$ cat src/hdl/animation_frame_sequencer_defines.svh
// Assertion helpers for the frame sequencer.
// Every property is sampled on i_clk and ignored while i_rst_n is low.
`ifndef ANIMATION_FRAME_SEQUENCER_DEFINES_SVH
`define ANIMATION_FRAME_SEQUENCER_DEFINES_SVH

`ifndef SYNTHESIS

// The consequent must hold in the same cycle as the antecedent.
`define AFS_ASSERT_IMPLY(label, ante, cons, msg) \
    label: assert property (@(posedge i_clk) disable iff (!i_rst_n) (ante) |-> (cons)) \
        else $error(msg);

// The consequent must hold in the cycle after the antecedent.
`define AFS_ASSERT_NEXT(label, ante, cons, msg) \
    label: assert property (@(posedge i_clk) disable iff (!i_rst_n) (ante) |=> (cons)) \
        else $error(msg);

`else

`define AFS_ASSERT_IMPLY(label, ante, cons, msg)
`define AFS_ASSERT_NEXT(label, ante, cons, msg)

`endif

`endif

$ cat src/hdl/afs_pkg.sv
`timescale 1ns / 1ps

package afs_pkg;

    // Field widths of the item and result transactions
    localparam int MODE_W    = 2;
    localparam int ELAPSED_W = 16;
    localparam int SLOT_W    = 4;
    localparam int LEN_W     = 16;
    localparam int FRAME_W   = 4;
    localparam int TIF_W     = 17;

    // Configuration port
    localparam int COUNT_W    = 5;
    localparam int APB_ADDR_W = 3;
    localparam int APB_DATA_W = 32;

    // Item modes
    localparam logic [MODE_W-1:0] MODE_TICK  = 2'd0;
    localparam logic [MODE_W-1:0] MODE_WRITE = 2'd1;
    localparam logic [MODE_W-1:0] MODE_RESET = 2'd2;

    // Register index, taken from paddr[2]
    localparam logic REG_REPEAT = 1'b0;
    localparam logic REG_COUNT  = 1'b1;

    // Configuration handed from the register file to the sequencer
    typedef struct packed {
        logic               repeat_enable;
        logic [COUNT_W-1:0] frame_count;
    } t_cfg;

endpackage

$ cat src/hdl/afs_ifs.sv
`timescale 1ns / 1ps

// Item channel: tick, table write or sequence reset
interface afs_item_if;
    logic                         valid;
    logic                         ready;
    logic [afs_pkg::MODE_W-1:0]    mode;
    logic [afs_pkg::ELAPSED_W-1:0] elapsed;
    logic [afs_pkg::SLOT_W-1:0]    frame_slot;
    logic [afs_pkg::LEN_W-1:0]     frame_length;

    modport source (output valid, output mode, output elapsed, output frame_slot,
                    output frame_length, input ready);
    modport sink   (input valid, input mode, input elapsed, input frame_slot,
                    input frame_length, output ready);
endinterface

// Result channel: one result per item
interface afs_result_if;
    logic                        valid;
    logic                        ready;
    logic                        status;
    logic [afs_pkg::FRAME_W-1:0] frame_now;
    logic [afs_pkg::TIF_W-1:0]   time_in_frame;
    logic                        start_event;
    logic                        end_event;

    modport source (output valid, output status, output frame_now, output time_in_frame,
                    output start_event, output end_event, input ready);
    modport sink   (input valid, input status, input frame_now, input time_in_frame,
                    input start_event, input end_event, output ready);
endinterface

$ cat src/hdl/afs_ram.sv
`timescale 1ns / 1ps

// Single-port RAM, registered read
module afs_ram #(
    parameter int WIDTH = 16,
    parameter int DEPTH = 16
) (
    input  logic                     i_clk,
    input  logic                     i_we,
    input  logic [$clog2(DEPTH)-1:0] i_addr,
    input  logic [WIDTH-1:0]         i_wdata,
    output logic [WIDTH-1:0]         o_rdata
);

    logic [WIDTH-1:0] r_mem [DEPTH];
    logic [WIDTH-1:0] r_rdata;

    always_ff @(posedge i_clk) begin
        if (i_we) begin
            r_mem[i_addr] <= i_wdata;
        end
        r_rdata <= r_mem[i_addr];
    end

    assign o_rdata = r_rdata;

endmodule

$ cat src/hdl/afs_regs.sv
`timescale 1ns / 1ps

// APB register file: repeat mode and frame count
module afs_regs (
    input  logic                              i_clk,
    input  logic                              i_rst_n,
    input  logic                              psel,
    input  logic                              penable,
    input  logic                              pwrite,
    input  logic [afs_pkg::APB_ADDR_W-1:0]    paddr,
    input  logic [afs_pkg::APB_DATA_W-1:0]    pwdata,
    output logic [afs_pkg::APB_DATA_W-1:0]    prdata,
    output logic                              pready,
    output afs_pkg::t_cfg                     o_cfg
);

    logic                           r_repeat;
    logic [afs_pkg::COUNT_W-1:0]    r_count;
    logic                           w_wr;

    assign w_wr   = psel && penable && pwrite;
    assign pready = 1'b1;

    // Register writes, decoded on the word address bit
    always_ff @(posedge i_clk) begin
        if (!i_rst_n) begin
            r_repeat <= 1'b0;
            r_count  <= afs_pkg::COUNT_W'(1);
        end else if (w_wr) begin
            unique case (paddr[2])
                afs_pkg::REG_REPEAT: r_repeat <= pwdata[0];
                afs_pkg::REG_COUNT:  r_count  <= pwdata[afs_pkg::COUNT_W-1:0];
                default: ;
            endcase
        end
    end

    // Read-back
    always_comb begin
        unique case (paddr[2])
            afs_pkg::REG_REPEAT: prdata = {{(afs_pkg::APB_DATA_W-1){1'b0}}, r_repeat};
            afs_pkg::REG_COUNT:
                prdata = {{(afs_pkg::APB_DATA_W-afs_pkg::COUNT_W){1'b0}}, r_count};
            default: prdata = '0;
        endcase
    end

    assign o_cfg.repeat_enable = r_repeat;
    assign o_cfg.frame_count   = r_count;

endmodule

$ cat src/hdl/animation_frame_sequencer.sv
`timescale 1ns / 1ps
// Tick: accepted in idle, then one registered table read and one compare per frame
// crossed in the compare state; a held sequence stops comparing at its last frame.
// The output state loads the result register once it is free; write and reset items
// go there straight from idle. The next item is taken only back in idle.
// Reset (synchronous, active low): frame 0, time 0, flags clear, repeat off, count 1;
// the duration table is not cleared and reads undefined until written.
`include "animation_frame_sequencer_defines.svh"

module animation_frame_sequencer #(
    parameter int MAX_FRAMES = 16,
    parameter int TIME_BITS  = 16
) (
    input  logic                              i_clk,
    input  logic                              i_rst_n,
    afs_item_if.sink                          i_item,
    afs_result_if.source                      o_result,
    input  logic                              psel,
    input  logic                              penable,
    input  logic                              pwrite,
    input  logic [afs_pkg::APB_ADDR_W-1:0]    paddr,
    input  logic [afs_pkg::APB_DATA_W-1:0]    pwdata,
    output logic [afs_pkg::APB_DATA_W-1:0]    prdata,
    output logic                              pready
);

    localparam int IW = $clog2(MAX_FRAMES);
    localparam int NW = (IW + 1 > afs_pkg::COUNT_W) ? IW + 1 : afs_pkg::COUNT_W;
    localparam int AW = TIME_BITS + 1;
    localparam int ELW_PAD = 16;

    localparam logic [1:0] S_IDLE = 2'd0;
    localparam logic [1:0] S_CMP  = 2'd1;
    localparam logic [1:0] S_OUT  = 2'd2;

    afs_pkg::t_cfg          w_cfg;

    logic [1:0]             r_state, n_state;
    logic [IW-1:0]          r_frame_index, n_frame_index;
    logic [AW-1:0]          r_accum, n_accum;
    logic                   r_started, n_started;
    logic                   r_ended, n_ended;
    logic                   r_status, n_status;
    logic                   r_sev, n_sev;
    logic                   r_eev, n_eev;
    logic                   r_out_valid;
    logic                   r_out_status;
    logic [afs_pkg::FRAME_W-1:0] r_out_frame;
    logic [afs_pkg::TIF_W-1:0]   r_out_time;
    logic                   r_out_sev;
    logic                   r_out_eev;

    logic                   w_acc;
    logic                   w_load;
    logic [NW-1:0]          w_fc;
    logic [NW-1:0]          w_n;
    logic [IW-1:0]          w_last;
    logic [IW-1:0]          w_idx_cl;
    logic                   w_has_next;
    logic [TIME_BITS+ELW_PAD-1:0] w_el_ext;
    logic [TIME_BITS-1:0]   w_elapsed;
    logic [TIME_BITS+ELW_PAD-1:0] w_len_ext;
    logic [TIME_BITS-1:0]   w_len_raw;
    logic [TIME_BITS-1:0]   w_len;
    logic [IW+afs_pkg::SLOT_W-1:0] w_slot_ext;
    logic                   w_slot_ok;
    logic [TIME_BITS-1:0]   w_rdata;
    logic [TIME_BITS-1:0]   w_dur;
    logic [AW-1:0]          w_dur_ext;
    logic                   w_ge;
    logic                   ram_we;
    logic [IW-1:0]          ram_addr;
    logic [IW+afs_pkg::FRAME_W-1:0] w_frame_ext;
    logic [AW+afs_pkg::TIF_W-1:0]   w_accum_ext;

    // Configuration registers
    afs_regs u_regs (
        .i_clk   (i_clk),
        .i_rst_n (i_rst_n),
        .psel    (psel),
        .penable (penable),
        .pwrite  (pwrite),
        .paddr   (paddr),
        .pwdata  (pwdata),
        .prdata  (prdata),
        .pready  (pready),
        .o_cfg   (w_cfg)
    );

    // Duration table
    afs_ram #(
        .WIDTH (TIME_BITS),
        .DEPTH (MAX_FRAMES)
    ) u_table (
        .i_clk   (i_clk),
        .i_we    (ram_we),
        .i_addr  (ram_addr),
        .i_wdata (w_len),
        .o_rdata (w_rdata)
    );

    // Frames in use: zero acts as one, clamp to table depth
    assign w_fc   = NW'(w_cfg.frame_count);
    assign w_n    = (w_fc == '0) ? NW'(1) :
                    ((w_fc > NW'(MAX_FRAMES)) ? NW'(MAX_FRAMES) : w_fc);
    assign w_last = IW'(w_n - NW'(1));
    assign w_idx_cl   = (NW'(r_frame_index) >= w_n) ? w_last : r_frame_index;
    assign w_has_next = (NW'(r_frame_index) + NW'(1)) < w_n;

    // Input times masked to TIME_BITS
    assign w_el_ext  = {{TIME_BITS{1'b0}}, i_item.elapsed};
    assign w_elapsed = w_el_ext[TIME_BITS-1:0];
    assign w_len_ext = {{TIME_BITS{1'b0}}, i_item.frame_length};
    assign w_len_raw = w_len_ext[TIME_BITS-1:0];
    assign w_len     = (w_len_raw == '0) ? TIME_BITS'(1) : w_len_raw;

    // Slot decode; slots past the table are dropped
    assign w_slot_ext = {{IW{1'b0}}, i_item.frame_slot};
    assign w_slot_ok  = 32'(i_item.frame_slot) < MAX_FRAMES;

    // Duration of the frame read last cycle; zero counts as one
    assign w_dur     = (w_rdata == '0) ? TIME_BITS'(1) : w_rdata;
    assign w_dur_ext = {1'b0, w_dur};
    assign w_ge      = r_accum >= w_dur_ext;

    assign i_item.ready = (r_state == S_IDLE);
    assign w_acc        = i_item.valid && i_item.ready;
    assign w_load       = (r_state == S_OUT) && (!r_out_valid || o_result.ready);

    // Sequencer: accept, then for ticks one table compare per cycle until time fits the frame or the end holds
    always_comb begin
        n_state       = r_state;
        n_frame_index = r_frame_index;
        n_accum       = r_accum;
        n_started     = r_started;
        n_ended       = r_ended;
        n_status      = r_status;
        n_sev         = r_sev;
        n_eev         = r_eev;
        ram_we        = 1'b0;
        ram_addr      = r_frame_index;

        unique case (r_state)
            S_IDLE: begin
                if (w_acc) begin
                    n_status = 1'b0;
                    n_sev    = 1'b0;
                    n_eev    = 1'b0;
                    n_state  = S_OUT;
                    unique case (i_item.mode)
                        afs_pkg::MODE_TICK: begin
                            n_state       = S_CMP;
                            n_frame_index = w_idx_cl;
                            ram_addr      = w_idx_cl;
                            n_accum       = r_accum + AW'(w_elapsed);
                            if (!r_started && (w_idx_cl == '0)) begin
                                n_started = 1'b1;
                                n_ended   = 1'b0;
                                n_sev     = 1'b1;
                            end
                        end
                        afs_pkg::MODE_WRITE: begin
                            ram_we   = w_slot_ok;
                            ram_addr = w_slot_ext[IW-1:0];
                        end
                        afs_pkg::MODE_RESET: begin
                            n_frame_index = '0;
                            n_accum       = '0;
                            n_started     = 1'b0;
                            n_ended       = 1'b0;
                        end
                        default: ;
                    endcase
                end
            end
            S_CMP: begin
                if (!w_ge) begin
                    n_state = S_OUT;
                end else begin
                    n_accum = r_accum - w_dur_ext;
                    priority if (w_has_next) begin
                        n_frame_index = r_frame_index + IW'(1);
                        ram_addr      = r_frame_index + IW'(1);
                    end else if (w_cfg.repeat_enable) begin
                        // wrap to the first frame, leftover time carries on
                        n_eev         = r_eev | !r_ended;
                        n_ended       = 1'b1;
                        n_started     = 1'b0;
                        n_frame_index = '0;
                        ram_addr      = '0;
                    end else begin
                        // hold at the end of the last frame
                        n_frame_index = w_last;
                        n_accum       = w_dur_ext;
                        n_eev         = r_eev | !r_ended;
                        n_ended       = 1'b1;
                        n_status      = 1'b1;
                        n_state       = S_OUT;
                    end
                end
            end
            S_OUT: begin
                if (w_load) begin
                    n_state = S_IDLE;
                end
            end
            default: n_state = S_IDLE;
        endcase
    end

    // Sequence state
    always_ff @(posedge i_clk) begin
        if (!i_rst_n) begin
            r_state       <= S_IDLE;
            r_frame_index <= '0;
            r_accum       <= '0;
            r_started     <= 1'b0;
            r_ended       <= 1'b0;
            r_status      <= 1'b0;
            r_sev         <= 1'b0;
            r_eev         <= 1'b0;
        end else begin
            r_state       <= n_state;
            r_frame_index <= n_frame_index;
            r_accum       <= n_accum;
            r_started     <= n_started;
            r_ended       <= n_ended;
            r_status      <= n_status;
            r_sev         <= n_sev;
            r_eev         <= n_eev;
        end
    end

    // Output register, holds a result until the transaction completes
    assign w_frame_ext = {{afs_pkg::FRAME_W{1'b0}}, r_frame_index};
    assign w_accum_ext = {{afs_pkg::TIF_W{1'b0}}, r_accum};

    always_ff @(posedge i_clk) begin
        if (!i_rst_n) begin
            r_out_valid <= 1'b0;
        end else if (w_load) begin
            r_out_valid <= 1'b1;
        end else if (o_result.ready) begin
            r_out_valid <= 1'b0;
        end
    end

    always_ff @(posedge i_clk) begin
        if (w_load) begin
            r_out_status <= r_status;
            r_out_frame  <= w_frame_ext[afs_pkg::FRAME_W-1:0];
            r_out_time   <= w_accum_ext[afs_pkg::TIF_W-1:0];
            r_out_sev    <= r_sev;
            r_out_eev    <= r_eev;
        end
    end

    assign o_result.valid         = r_out_valid;
    assign o_result.status        = r_out_status;
    assign o_result.frame_now     = r_out_frame;
    assign o_result.time_in_frame = r_out_time;
    assign o_result.start_event   = r_out_sev;
    assign o_result.end_event     = r_out_eev;

    // Checks
    `AFS_ASSERT_NEXT(a_tick_reads_table, w_acc && (i_item.mode == afs_pkg::MODE_TICK), r_state == S_CMP, "tick did not start a table read")
    `AFS_ASSERT_IMPLY(a_finish_sets_ended, (r_state == S_OUT) && r_status, r_ended, "finished without ended flag")
    `AFS_ASSERT_IMPLY(a_end_event_ended, (r_state == S_OUT) && r_eev, r_ended, "end event without ended flag")
    `AFS_ASSERT_NEXT(a_result_waits, (r_state == S_OUT) && r_out_valid && !o_result.ready, r_state == S_OUT, "result dropped while output stalled")

endmodule

$ cat src/flat_wrapper.sv
// flat-port wrapper written by rule: the top's interface ports become plain ports
module animation_frame_sequencer_flat 
#(
    parameter int MAX_FRAMES = 16,
    parameter int TIME_BITS  = 16
)
  (i_clk, i_rst_n, psel, penable, pwrite, paddr, pwdata, prdata, pready, i_item_valid, i_item_mode, i_item_elapsed, i_item_frame_slot, i_item_frame_length, i_item_ready, o_result_valid, o_result_status, o_result_frame_now, o_result_time_in_frame, o_result_start_event, o_result_end_event, o_result_ready);
  afs_item_if i_item_i ();
  afs_result_if o_result_i ();
  input  logic i_clk;
  input  logic i_rst_n;
  input  logic psel;
  input  logic penable;
  input  logic pwrite;
  input  logic [afs_pkg::APB_ADDR_W-1:0] paddr;
  input  logic [afs_pkg::APB_DATA_W-1:0] pwdata;
  output logic [afs_pkg::APB_DATA_W-1:0] prdata;
  output logic pready;
  input wire logic [$bits(i_item_i.valid)-1:0] i_item_valid;
  input wire logic [$bits(i_item_i.mode)-1:0] i_item_mode;
  input wire logic [$bits(i_item_i.elapsed)-1:0] i_item_elapsed;
  input wire logic [$bits(i_item_i.frame_slot)-1:0] i_item_frame_slot;
  input wire logic [$bits(i_item_i.frame_length)-1:0] i_item_frame_length;
  output wire logic [$bits(i_item_i.ready)-1:0] i_item_ready;
  output wire logic [$bits(o_result_i.valid)-1:0] o_result_valid;
  output wire logic [$bits(o_result_i.status)-1:0] o_result_status;
  output wire logic [$bits(o_result_i.frame_now)-1:0] o_result_frame_now;
  output wire logic [$bits(o_result_i.time_in_frame)-1:0] o_result_time_in_frame;
  output wire logic [$bits(o_result_i.start_event)-1:0] o_result_start_event;
  output wire logic [$bits(o_result_i.end_event)-1:0] o_result_end_event;
  input wire logic [$bits(o_result_i.ready)-1:0] o_result_ready;
  assign i_item_i.valid = i_item_valid;
  assign i_item_i.mode = i_item_mode;
  assign i_item_i.elapsed = i_item_elapsed;
  assign i_item_i.frame_slot = i_item_frame_slot;
  assign i_item_i.frame_length = i_item_frame_length;
  assign i_item_ready = i_item_i.ready;
  assign o_result_valid = o_result_i.valid;
  assign o_result_status = o_result_i.status;
  assign o_result_frame_now = o_result_i.frame_now;
  assign o_result_time_in_frame = o_result_i.time_in_frame;
  assign o_result_start_event = o_result_i.start_event;
  assign o_result_end_event = o_result_i.end_event;
  assign o_result_i.ready = o_result_ready;
  animation_frame_sequencer #(.MAX_FRAMES(MAX_FRAMES), .TIME_BITS(TIME_BITS)) u_core (.i_clk(i_clk), .i_rst_n(i_rst_n), .i_item(i_item_i), .o_result(o_result_i), .psel(psel), .penable(penable), .pwrite(pwrite), .paddr(paddr), .pwdata(pwdata), .prdata(prdata), .pready(pready));
endmodule
$ cat config.mk
export PLATFORM = sky130hd
export DESIGN_NAME = animation_frame_sequencer_flat
export DESIGN_NICKNAME = d
export VERILOG_FILES = /design/src/hdl/afs_pkg.sv /design/src/hdl/afs_ifs.sv /design/src/hdl/afs_ram.sv /design/src/hdl/afs_regs.sv /design/src/hdl/animation_frame_sequencer.sv /design/src/flat_wrapper.sv
export VERILOG_INCLUDE_DIRS = /design/src /design/src/hdl
export SDC_FILE = /design/constraint.sdc
export NUM_CORES = 1
export LEC_CHECK = 0
export ABC_CLOCK_PERIOD_IN_PS = 14400
export BUFFER_PORTS_ARGS = -buffer_cell sky130_fd_sc_hd__buf_2
export CORE_MARGIN = 8
export CORE_UTILIZATION = 30
export CTS_BUF_LIST = sky130_fd_sc_hd__clkbuf_2
export DETAILED_ROUTE_END_ITERATION = 10
export SLEW_MARGIN = 25
export SYNTH_ARGS = -nofsm -noshare
export SYNTH_HDL_FRONTEND = slang
export SYNTH_SLANG_ARGS = --single-unit
$ cat constraint.sdc
create_clock -name i_clk -period 14.4 [get_ports i_clk]
set_input_delay 1.44 -clock i_clk [delete_from_list [all_inputs] [get_ports i_clk]]
set_output_delay 1.44 -clock i_clk [all_outputs]
set_load 0.05 [all_outputs]
# == Word level (Yosys, flattened, before mapping) ==
# Memory sizes are Yosys's and may differ from the RTL's. A register that Yosys moved wholly into a read port is not among the register bits.
# Index checks and enable logic that the tools add are counted.
# word_totals
regBits,59
ramBits,256
inputBits,80
out_inout_bits,59
word_cells,129
mem_count,1
# memory_table
memory,words,word_bits,rd,rd_clocked_by_memory_dff,wr,line_no,text
u_core.u_table.r_mem,16,16,1,1,1,afs_ram.sv:15,logic [WIDTH-1:0] r_mem [DEPTH];
# classes
n_addsub,5
order_cmp,4
n_eq_ne,14
muxes,61
n_bitwise,2
n_reduce_logical,26
# op_table
op,n
17-bit two-way mux,4
17-bit case mux with 2 select lines,2
32-bit case mux with 2 select lines,1
4-bit two-way mux,9
16-bit zero test,2
16-bit two-way mux,2
4-bit case mux with 2 select lines,4
1-bit two-way mux,24
17-bit by 16-bit adder with 17-bit output,1
17-bit by 16-bit >= comparator with 1-bit output,1
17-bit by 16-bit subtractor with 17-bit output,1
2-bit two-way mux,6
3-bit inequality test (second input constant),4
1-bit case mux with 2 select lines,6
4-bit AND reduction,3
5-bit two-way mux,2
2-bit inequality test (second input constant),4
7-bit AND reduction,1
2-bit case mux with 3 select lines,1
2-bit AND reduction,3
6-bit AND reduction,1
4-bit by 1-bit adder with 5-bit output (second input constant),1
4-bit by 5-bit >= comparator with 1-bit output,1
5-bit greater-than comparator (second input constant),1
16 further kinds,27

# == Longest topological paths before layout ==
# Gate-level depths: netlist (run 1).
# depth
ltp_word,11
mapped_depth,17

# == Modules after synthesis ==
# Synthesis (run 1) repeated with hierarchy kept, for this count alone.
# hier_totals
cells_unflattened,1080
hier_area_um2,15297.2
# modules_own_cells
module,n_inst,cells_per_inst,area_per_inst_um2,seq_area_each_um2
afs_ram,1,434,10090.9,8007.7
animation_frame_sequencer,1,582,4675.7,1301.2
afs_regs,1,64,530.5,120.1

# == Least setup slack after synthesis (run 1) ==
# No wires, ideal clock.
# synth_timing
path_kind,input to register
start,in i_item_mode[1]
end,mem u_core.u_table.r_mem[12][0] (enable)
setup_ns,0.409
arrival_time_ns,4.469
path_slack_ns,9.522
cell_stages,9
n_path_buf,3
path_cell_list,or4b_2 clkbuf_1 nor2_1 a31oi_1 o311ai_1 o22ai_2 clkbuf_1 clkbuf_1 nor3_1
# synth_via
elab_chain_cells,6
# synth_lines
item,line_no,text
from (decl),flat_wrapper.sv:20,input wire logic [$bits(i_item_i.mode)-1:0] i_item_mode;
2-bit by 1-bit equality test with 1-bit output,animation_frame_sequencer.sv:150,unique case (i_item.mode)
1-bit two-way mux,animation_frame_sequencer.sv:150,
1-bit two-way mux,animation_frame_sequencer.sv:145,if (w_acc) begin
1-bit two-way mux,animation_frame_sequencer.sv:143,unique case (r_state)
1-bit two-way mux,afs_ram.sv:19,if (i_we) begin
1-bit two-way mux (implied by the code),afs_ram.sv:20,r_mem[i_addr] <= i_wdata;
to (decl),afs_ram.sv:15,
# Several ways; a longest one is shown, not always the timed one.

# == Final worst setup path (run 1) ==
# layout_timing
start,reg u_core.r_frame_index[0]
end,"reg u_core.u_table.r_rdata[10] (netlist: u_core.u_table.o_rdata[10]), read port of u_core.u_table.r_mem"
# layout_via
elab_chain_cells,5
# layout_lines
item,line_no,text
from (decl),animation_frame_sequencer.sv:39,"logic [IW-1:0] r_frame_index, n_frame_index;"
from (signal assigned),animation_frame_sequencer.sv:224,r_frame_index <= n_frame_index;
4-bit by 1-bit adder with 5-bit output / 4-bit by 5-bit >= comparator with 1-bit output (equally long branches),"animation_frame_sequencer.sv:108, animation_frame_sequencer.sv:107",
5-bit < comparator / 4-bit two-way mux (equally long branches),"animation_frame_sequencer.sv:108, animation_frame_sequencer.sv:107",
4-bit two-way mux / 4-bit case mux with 2 select lines (equally long branches),"animation_frame_sequencer.sv:181, animation_frame_sequencer.sv:150",
"4-bit two-way mux, on equally long branches","animation_frame_sequencer.sv:177, animation_frame_sequencer.sv:145",
4-bit case mux with 2 select lines (*),animation_frame_sequencer.sv:143,
to (decl),afs_ram.sv:16,logic [WIDTH-1:0] r_rdata;
# Mark *: on every way between the ends. The rest lies on a longest branch, timed or not.
# A chain may end at the register's enable or synchronous reset.

==> results of run 1 <==
==> stage by stage <==
step	instance area [um2]	setup slack [ns]	hold WS, ns	util	power [mW]
final	19800	8.64	0.453	0.336	2.31
after global routing	19800	8.20	0.474	0.336	2.44
after CTS	19800	8.65	0.453	0.336	2.33
after detailed placement	18900	8.57	0.429	0.321	1.61
after global placement	18900	8.69	0.428	0.321	1.60
after floorplan	17900	9.52	0.409	-	1.48
==> cells by family (layout without fill, tap and decap cells) <==
group,after synthesis,after routing
xor+xnor,26,26
simple gates,295,295
compound gates,504,504
buf+inv,189,317
mux,151,151
fa+ha+maj,45,45
flops,331,331
other cells,2,31
==> routing by layer <==
| metal | vias to the layer above | share of wire | track usage |
|---|---|---|---|
| li1 | 6295 | - | - |
| met1 | 6677 | 0.44 | 0.186 |
| met2 | 566 | 0.46 | 0.225 |
| met3 | 83 | 0.088 | 0.0365 |
| met4 | 0 | 0.018 | 0.0437 |
| met5 | - | 0 | 0 |
==> worst min path at each step <==
stage                                 startpoint                               endpoint  cells after the start
floorplan              u_core.r_sev$_SDFFE_PN0P_  u_core.o_result.start_event$_DFFE_PP_                      0
global placement    u_core.r_status$_SDFFE_PN0P_       u_core.o_result.status$_DFFE_PP_                      0
detailed placement  u_core.r_status$_SDFFE_PN0P_       u_core.o_result.status$_DFFE_PP_                      0
CTS                 u_core.r_status$_SDFFE_PN0P_       u_core.o_result.status$_DFFE_PP_                      0
global route        u_core.r_status$_SDFFE_PN0P_       u_core.o_result.status$_DFFE_PP_                      0
finish              u_core.r_status$_SDFFE_PN0P_       u_core.o_result.status$_DFFE_PP_                      0
==> Yosys cell counts (all sizes together), types with 6 or more instances <==
| cell type | number |
|---|---|
| mux2i | 67 |
| a22oi | 43 |
| a221o | 30 |
| a31oi | 8 |
| xnor2 | 15 |
| clkbuf | 95 |
| o211ai | 17 |
| xor2 | 11 |
| nor3b | 6 |
| a2111oi | 17 |
| nand2 | 80 |
| nor2 | 90 |
| buf | 57 |
| nand2b | 13 |
| and2 | 7 |
| ha | 43 |
| nor3 | 22 |
| mux2 | 84 |
| o221ai | 6 |
| a21o | 14 |
| inv | 37 |
| nor4 | 8 |
| a32oi | 17 |
| dfxtp | 51 |
| a21oi | 112 |
| nor2b | 13 |
| o21ai | 59 |
| o31ai | 6 |
| edfxtp | 280 |
| o22ai | 16 |
| o21a | 9 |
| nand3 | 31 |
| a221oi | 84 |
| a211oi | 17 |
| o211a | 7 |
==> power by group <==
part / internal (mW) / switching (mW)
logic: 0.169 / 0.327
registers: 1.07 / 0.0293
clock network: 0.304 / 0.414
==> worst register-to-register path, delay by kind of cell, from the launching register on <==
kind,cells,cell delay [ns]
adders and majority gates,1,0.34
and+or+nand+nor,3,0.66
buffers and inverters,3,1.71
DFF,1,0.80
AOI/OAI and AO/OA,7,2.13
==> state kept, by name, summed over array words and instances (netlist names), 2 cells and up <==
name / count
u_core.r_accum: 17
u_core.u_table.o_rdata: 16
u_core.o_result.frame_now: 4
u_core.o_result.time_in_frame: 17
u_core.r_frame_index: 4
u_core.r_state: 2
u_core.u_table.r_mem: 256
u_core.u_regs.r_count: 5
==> layout make-up <==
type / count / area (um2)
fill: 5874 / 39100
multi-input combinational: 1049 / 7690
timing repair buffer: 116 / 668
sequential: 331 / 9440
antenna: 3 / 7.51
clock inverter: 31 / 215
tap: 773 / 967
clock buffer: 133 / 666
inverter: 37 / 139
==> out/results.txt, run 1 <==
The gate count of the mapped netlist came out at 1543. The sequential element share of the synthesized area is 0.529, and the fraction of synthesized cell area taken by the top area cell type is 0.471. The arithmetic-cell share of the synthesized area counting full adders, half adders and majority gates is 0.0324, and the placer's final routability congestion estimate is 0.840.

For the maximum count of clock buffers along a single path, the log shows 3. The largest total area in the synthesized netlist belongs to sky130_fd_sc_hd__edfxtp_1. The slowest stage of the critical path is the sky130_fd_sc_hd__dfxtp_4 cell. The routed layout has 13621 vias. The tree is rooted in a sky130_fd_sc_hd__clkbuf_2.

In the layout the commonest cells are sky130_fd_sc_hd__edfxtp_1, sky130_fd_sc_hd__clkbuf_2, sky130_fd_sc_hd__a21oi_1. The number of clock sinks seen by CTS was 331; the final critical path time including I/O delays and setup was 5.76 ns. Dividing the detail-routed wire length by the instance count gives 20.0 um.

The accumulated negative setup slack came out at 0 ns. The share of the synthesized netlist area taken by xor and xnor gates works out to 0.0128. The endpoint identified for the worst register-to-register timing path is u_core.u_table.o_rdata[10]$_DFF_P_. The share of final-layout standard cells stronger than drive strength 1 was 0.219.

The Yosys step of the flow raised 0 warnings. The class of the tightest hold or removal check was reg -> reg. Dividing total power by cell area gives a power density of 117 nW/um2.

Measured along the y axis, the die boundary spans 260 um. After global routing the overflow that remains totals 0. In this run the critical register-to-register path is launched from u_core.r_frame_index[0]$_SDFFE_PN0P_. The area of the mapped netlist is 17800 um2, and the number of core rows is 89. TritonCTS built the clock tree.

Setup violations remaining at the end of the flow were counted as 0. After clock tree synthesis, the clock-pin slew on the worst setup and hold paths is 0.09 ns. Entering global routing, the biggest net connects 73 pins. Using the TritonRoute via totals, the vias-per-cell ratio works out to 5.51. Setup repair after global routing left no endpoint under its margin. The mean instance size in the synthesized netlist was 11.6 um2. For the starting DRC count in detailed routing, the log shows 1160.

For this run, the post-layout net count is 1750. The via count of the first global-routing pass was 13413; the remaining antenna violation count after routing was 0. The mux cell area share after synthesis was 0.0906; the number of different library cells in the post-synthesis netlist was 77. The number of placed instances, taps included, is 2306. The simple-gate share of the synthesized area is 0.0787, and the effective utilization at floorplan is 0.303. By area the synthesized netlist is led by sky130_fd_sc_hd__edfxtp_1, sky130_fd_sc_hd__dfxtp_1, sky130_fd_sc_hd__mux2_2.

In this run the worst setup path terminates at u_core.u_table.o_rdata[10]$_DFF_P_. The proportion of synthesized flip-flops having asynchronous set or reset was 0. The run gives 0 as the buffer count from post-CTS setup fixing.

The sum of routed wire length over all layers is 49.5 mm, and the leakage power is 6.98 nW. The tools report the slack of the worst reg-to-reg path as 8.64 ns. The run gives 0.107 ns as the worst clock skew. By area, the combinational part of the netlist is dominated by compound AO/OA/AOI/OAI gates.

Remaining max-slew budget at the tightest pin: 0.297. The cell family with the largest share of critical-path delay is compound AO/OA/AOI/OAI gates. The complex-gate fraction of the synthesized area is 0.207. The clock latency at the later pin of the worst-skew pair was 1.07 ns; the total track usage was 0.141. The critical path crosses 14 cells after its start point. The run gives 0 as the number of max-slew violations in the final report. The critical path launch point was u_core.r_frame_index[0]$_SDFFE_PN0P_. The most frequent standard cell in the layout excluding fill and tap cells was sky130_fd_sc_hd__edfxtp_1.

The number of enable-type register cells in the synthesized netlist is 280. In the routed design, unresolved DRC markers number 0. CTS built an H-tree with a depth of 3.

For the pin with the worst max-slew slack, the measured transition is 1.05 ns. The run gives 139 as the top-level I/O count. The highest fanout seen on the critical path came out at 72.

The floorplan step defined a die boundary enclosing 67500 um2. The final number of hold-violating endpoints was 0; the area growth from synthesis to final layout was 11.0%. Buffers inserted during clock tree synthesis total 90. The critical path goes through inv_1 > ha_1 > nand2b_1 > a2111oi_0 > nor2_1 > o311a_2 > nand2b_1 > o41ai_4 > buf_4 > buf_4 > a221oi_1 > a22oi_1 > a32oi_1 > o211ai_1.

Input and output buffers added on the ports amount to 81. The critical path contains buffers and inverters numbering 3 combined. The worst setup path is of the reg -> reg kind. The worst setup path is launched from a flop. For the number of gates resized after cts, the log shows 0. The tools report the cts-stage hold buffer count as 0. VDD sags by at most 0.0470 mV.

Leaving out filler cells and counting taps, the final layout contains 2473. For the number of detailed-route iterations in the first pass, the log shows 5. The most used flip-flop cell after synthesis is sky130_fd_sc_hd__edfxtp_1.

The number of cells on the worst reg-to-reg path is 14. After synthesis the netlist holds a flip-flop and latch count of 331. The period utilization is 0.400, and the post-detailed-placement half-perimeter wirelength is 30.3 mm. The number of antenna violations at the first check in global routing was 2; the wire length of the first global-routing pass was 75.8 mm. Data on the critical path is required at its endpoint by 15.30 ns. The die is 260 um wide. The flow ran to the end, and the final reports show no timing, DRC or antenna violations. At the worst endpoint, the arrival time is 6.66 ns. The critical path's largest stage delay was 0.80 ns; the total of max-cap violations was 0. The tools report the critical path capture point type as a flop.

Based on the critical path, the design can be clocked at up to 174 MHz. The floorplan step defined a core boundary enclosing 58900 um2.
No activity file was read; power rests on OpenSTA's default activity.
==> run 2, diff against run 1 <==
--- a/config.mk
+++ b/config.mk
@@ -6,7 +6,7 @@
 export SDC_FILE = /design/constraint.sdc
 export NUM_CORES = 1
 export LEC_CHECK = 0
-export ABC_CLOCK_PERIOD_IN_PS = 14400
+export ABC_CLOCK_PERIOD_IN_PS = 5650
 export BUFFER_PORTS_ARGS = -buffer_cell sky130_fd_sc_hd__buf_2
 export CORE_MARGIN = 8
 export CORE_UTILIZATION = 30
==> constraint.sdc (replaced) <==
create_clock -name i_clk -period 5.65 [get_ports i_clk]
set_input_delay 0.565 -clock i_clk [delete_from_list [all_inputs] [get_ports i_clk]]
set_output_delay 0.565 -clock i_clk [all_outputs]
set_load 0.05 [all_outputs]
==> out/results.txt, run 2 (synthesis results as in run 1) <==
The flow ran to the end, and the final reports show no timing, DRC or antenna violations. The logs give 2325 (was 2306) for the placed instance count and 67500 um2 (unchanged) for the area enclosed by the die boundary. For the sum of routed wire length over all layers, the log shows 50.2 mm (was 49.5 mm). The run gives 9440 um2 (unchanged) as the flip-flop and latch area.

The launch instance of the worst min-delay path is i_item_elapsed[0] (was u_core.r_status$_SDFFE_PN0P_). The post-layout net count is 1798 (was 1750), and the placer's final routability congestion estimate is 0.834 (was 0.840). The terminus of the critical flop-to-flop path is u_core.u_table.r_mem[12][1]$_DFFE_PP_ (was u_core.u_table.o_rdata[10]$_DFF_P_). The final critical path time including I/O delays and setup works out to 5.02 ns (was 5.76 ns). The number of flip-flops in the largest register is 256 (unchanged), and the cts-stage hold buffer count is 31 (was 0).

The area growth from synthesis to final layout was 13.4% (was 11.0%); the accumulated negative setup slack was 0 ns (unchanged). Total track usage: 0.144 (was 0.141). The tools report the critical register-to-register path startpoint as u_core.u_table.o_rdata[1]$_DFF_P_ (was u_core.r_frame_index[0]$_SDFFE_PN0P_). The run gives 0.229 (was 0.215) as the part of the total power dissipated in combinational logic.

The run gives 0.290 (was 0.311) as the power share of the clock group. The tools report the number of inserted filler cells in the final layout as 5830 (was 5874). Worst clock skew: 0.114 ns (was 0.107 ns).

The tools report the element type at the critical path start as a flop (unchanged). The leftover overflow at the end of global routing was 0 (unchanged); the buffer count from post-CTS setup fixing was 0 (unchanged). Most frequent standard cell in the layout excluding fill and tap cells: sky130_fd_sc_hd__edfxtp_1 (unchanged). The class of the tightest hold or removal check is in -> reg (was reg -> reg).

The final number of hold-violating endpoints is 0 (unchanged). The tools report the root buffer cell as sky130_fd_sc_hd__clkbuf_2 (unchanged). The x dimension of the die was 260 um (unchanged); the multi-input logic area was 7680 um2 (was 7690 um2). The peak clock frequency supported by timing was 199 MHz (was 174 MHz); the total number of vias was 13840 (was 13621). The leakage power was 7.22 nW (was 6.98 nW); the post-detailed-placement half-perimeter wirelength was 31.4 mm (was 30.3 mm). The run gives 88 (was 90) as the TritonCTS buffer count.

The switching part of the total power came out at 0.330 (was 0.333). The logs give 3 (unchanged) for the total number of H-tree levels and 0 (unchanged) for the total of max-cap violations. Clock edge transition at the registers on the reported setup and hold paths: 0.11 ns (was 0.09 ns). Register with the most flip-flops: u_core.u_table.r_mem (unchanged). Startpoint-to-endpoint class of the critical path: reg -> reg (unchanged). The top-level I/O count is 139 (unchanged). The number of failing setup endpoints in the final timing report was 0 (unchanged). The port buffer count is 81 (unchanged).

The tools report the switching component of the power as 1.91 mW (was 0.770 mW). The number of gates resized after cts was 0 (unchanged). The remaining antenna violation count after routing was 0 (unchanged); the share of final-layout standard cells stronger than drive strength 1 was 0.225 (was 0.219). The tools report the starting DRC count in detailed routing as 1134 (was 1160). The number of DRC violations after detailed routing was 0 (unchanged).

Proportion of power drawn by flip-flops and latches: 0.482 (was 0.475). TritonCTS built the clock tree. The slew at the pin closest to its max-slew limit was 1.06 ns (was 1.05 ns). The run gives 0.290 (was 0.297) as the remaining max-slew budget at the tightest pin. The maximum count of clock buffers along a single path came out at 3 (unchanged). The highest fanout seen on the critical path was 17 (was 72); the post-route total power was 5.80 mW (was 2.31 mW). Clock latency at the later pin of the worst-skew pair: 1.06 ns (was 1.07 ns).

The period utilization works out to 0.889 (was 0.400). The run gives 89 (unchanged) as the number of core rows. The hold-critical path endpoint was u_core.r_accum[0]$_SDFFE_PN0P_ (was u_core.o_result.status$_DFFE_PP_). Critical path capture point type: a flop (unchanged). The number of max-slew violations in the final report is 0 (unchanged). Setup repair after global routing left no endpoint under its margin. The run gives 58900 um2 (unchanged) as the core region area.

Worst slack after detailed placement: 0.643 ns (was 8.57 ns). Commonest cells after routing, fill and taps aside: sky130_fd_sc_hd__edfxtp_1, sky130_fd_sc_hd__clkbuf_2, sky130_fd_sc_hd__a21oi_1 (unchanged). The worst hold path depth is 4 (was 0). The logs give 5.67 ns (was 6.66 ns) for the arrival time of the worst setup path and 0.303 (unchanged) for the effective utilization at floorplan. The worst-case setup margin in the final layout was 0.627 ns (was 8.64 ns); the die height was 260 um (unchanged).

The final cell count without fillers came out at 2510 (was 2473). The number of antenna violations at the first check in global routing is 2 (unchanged), and the critical path data required time is 6.30 ns (was 15.30 ns). Total power divided by cell area: 287 nW/um2 (was 117 nW/um2). The run gives 6 (was 5) as the number of detailed-route iterations in the first pass.

The tools report the via count of the first global-routing pass as 13752 (was 13413). The routed length per instance is 20.0 um (about the same), and the wire length of the first global-routing pass is 77.2 mm (was 75.8 mm). The maximum vdd drop is 0.161 mV (was 0.0470 mV), and the maximum number of pins on one net before global-route repair is 69 (was 73). The slack of the worst reg-to-reg path is 0.63 ns (was 8.64 ns), and the post-route worst hold slack is 0.120 ns (was 0.453 ns). Ratio of routed vias to standard cells: 5.51 (about the same). The worst-case reg-to-reg path depth was 15 (was 14); the internal portion of total power was 3.88 mW (was 1.54 mW). The number of clock sinks seen by CTS came out at 331 (unchanged).
==> run 2: cell types whose count changed in the layout (fill, tap and decap cells not counted), sizes merged, moves of 2 or more <==
cell and change:
clkinv -13, bufinv -2, dlygate4sd3 +31, inv -2, clkbuf +6, buf +19
==> run 2: worst max-delay path by stage <==
stage,depth (start not counted),to,startpoint,slack (ns)
finish,15,u_core.u_table.r_mem[12][1]$_DFFE_PP_,u_core.u_table.o_rdata[1]$_DFF_P_,0.63
floorplan,15,u_core.u_table.r_mem[8][0]$_DFFE_PP_,u_core.u_table.o_rdata[9]$_DFF_P_,0.93
detailed placement,15,u_core.u_table.r_mem[12][1]$_DFFE_PP_,u_core.u_table.o_rdata[1]$_DFF_P_,0.64
global route,15,u_core.u_table.r_mem[12][1]$_DFFE_PP_,u_core.u_table.o_rdata[1]$_DFF_P_,0.30
global placement,14,u_core.u_table.o_rdata[13]$_DFF_P_,u_core.u_table.o_rdata[1]$_DFF_P_,0.68
CTS,15,u_core.u_table.r_mem[12][1]$_DFFE_PP_,u_core.u_table.o_rdata[1]$_DFF_P_,0.62
==> run 2: area by class of cell <==
cell class | instances | area share
antenna | 2 | 0.000247
inverter | 37 | 0.00687
timing repair buffer | 166 | 0.0599
clock inverter | 13 | 0.00427
tap | 773 | 0.0478
clock buffer | 139 | 0.0344
multi-input combinational | 1049 | 0.380
sequential | 331 | 0.467
==> run 2: power groups by stage <==
stage                     sequential [mW]  combinational, mW  clock (mW)
after CTS                            2.79               1.31        1.74
after global placement               2.84               1.26           0
after global routing                 2.80               1.45        1.85
final                                2.79               1.33        1.68
after floorplan                      2.86              0.920           0
after detailed placement             2.85               1.29           0
==> run 2: through the flow <==
step                instance area [um2]  utilization
floorplan                         17900            -
global placement                  19100        0.325
detailed placement                19100        0.325
CTS                               20200        0.343
global route                      20200        0.343
finish                            20200        0.343
==> run 2: worst max-delay path: stages (launching register included) <==
cell	delay, ns
sky130_fd_sc_hd__dfxtp_1	0.35
sky130_fd_sc_hd__nor4_1	0.35
sky130_fd_sc_hd__a41o_1	0.26
sky130_fd_sc_hd__ha_1	0.27
sky130_fd_sc_hd__nor2b_4	0.06
sky130_fd_sc_hd__o31a_1	0.31
sky130_fd_sc_hd__o31a_1	0.29
sky130_fd_sc_hd__or3b_1	0.41
sky130_fd_sc_hd__buf_4	0.19
sky130_fd_sc_hd__a21oi_4	0.22
sky130_fd_sc_hd__a21oi_1	0.15
sky130_fd_sc_hd__o221ai_1	0.26
sky130_fd_sc_hd__and2_1	0.80
sky130_fd_sc_hd__inv_1	0.22
sky130_fd_sc_hd__nor3_2	0.22
sky130_fd_sc_hd__buf_4	0.30
==> run 2: metal layers <==
metal  global-route usage  routed length [um]
met1                0.193               22400
met3               0.0351                3940
met5                    0                   0
met2                0.227               22900
met4               0.0438                1030
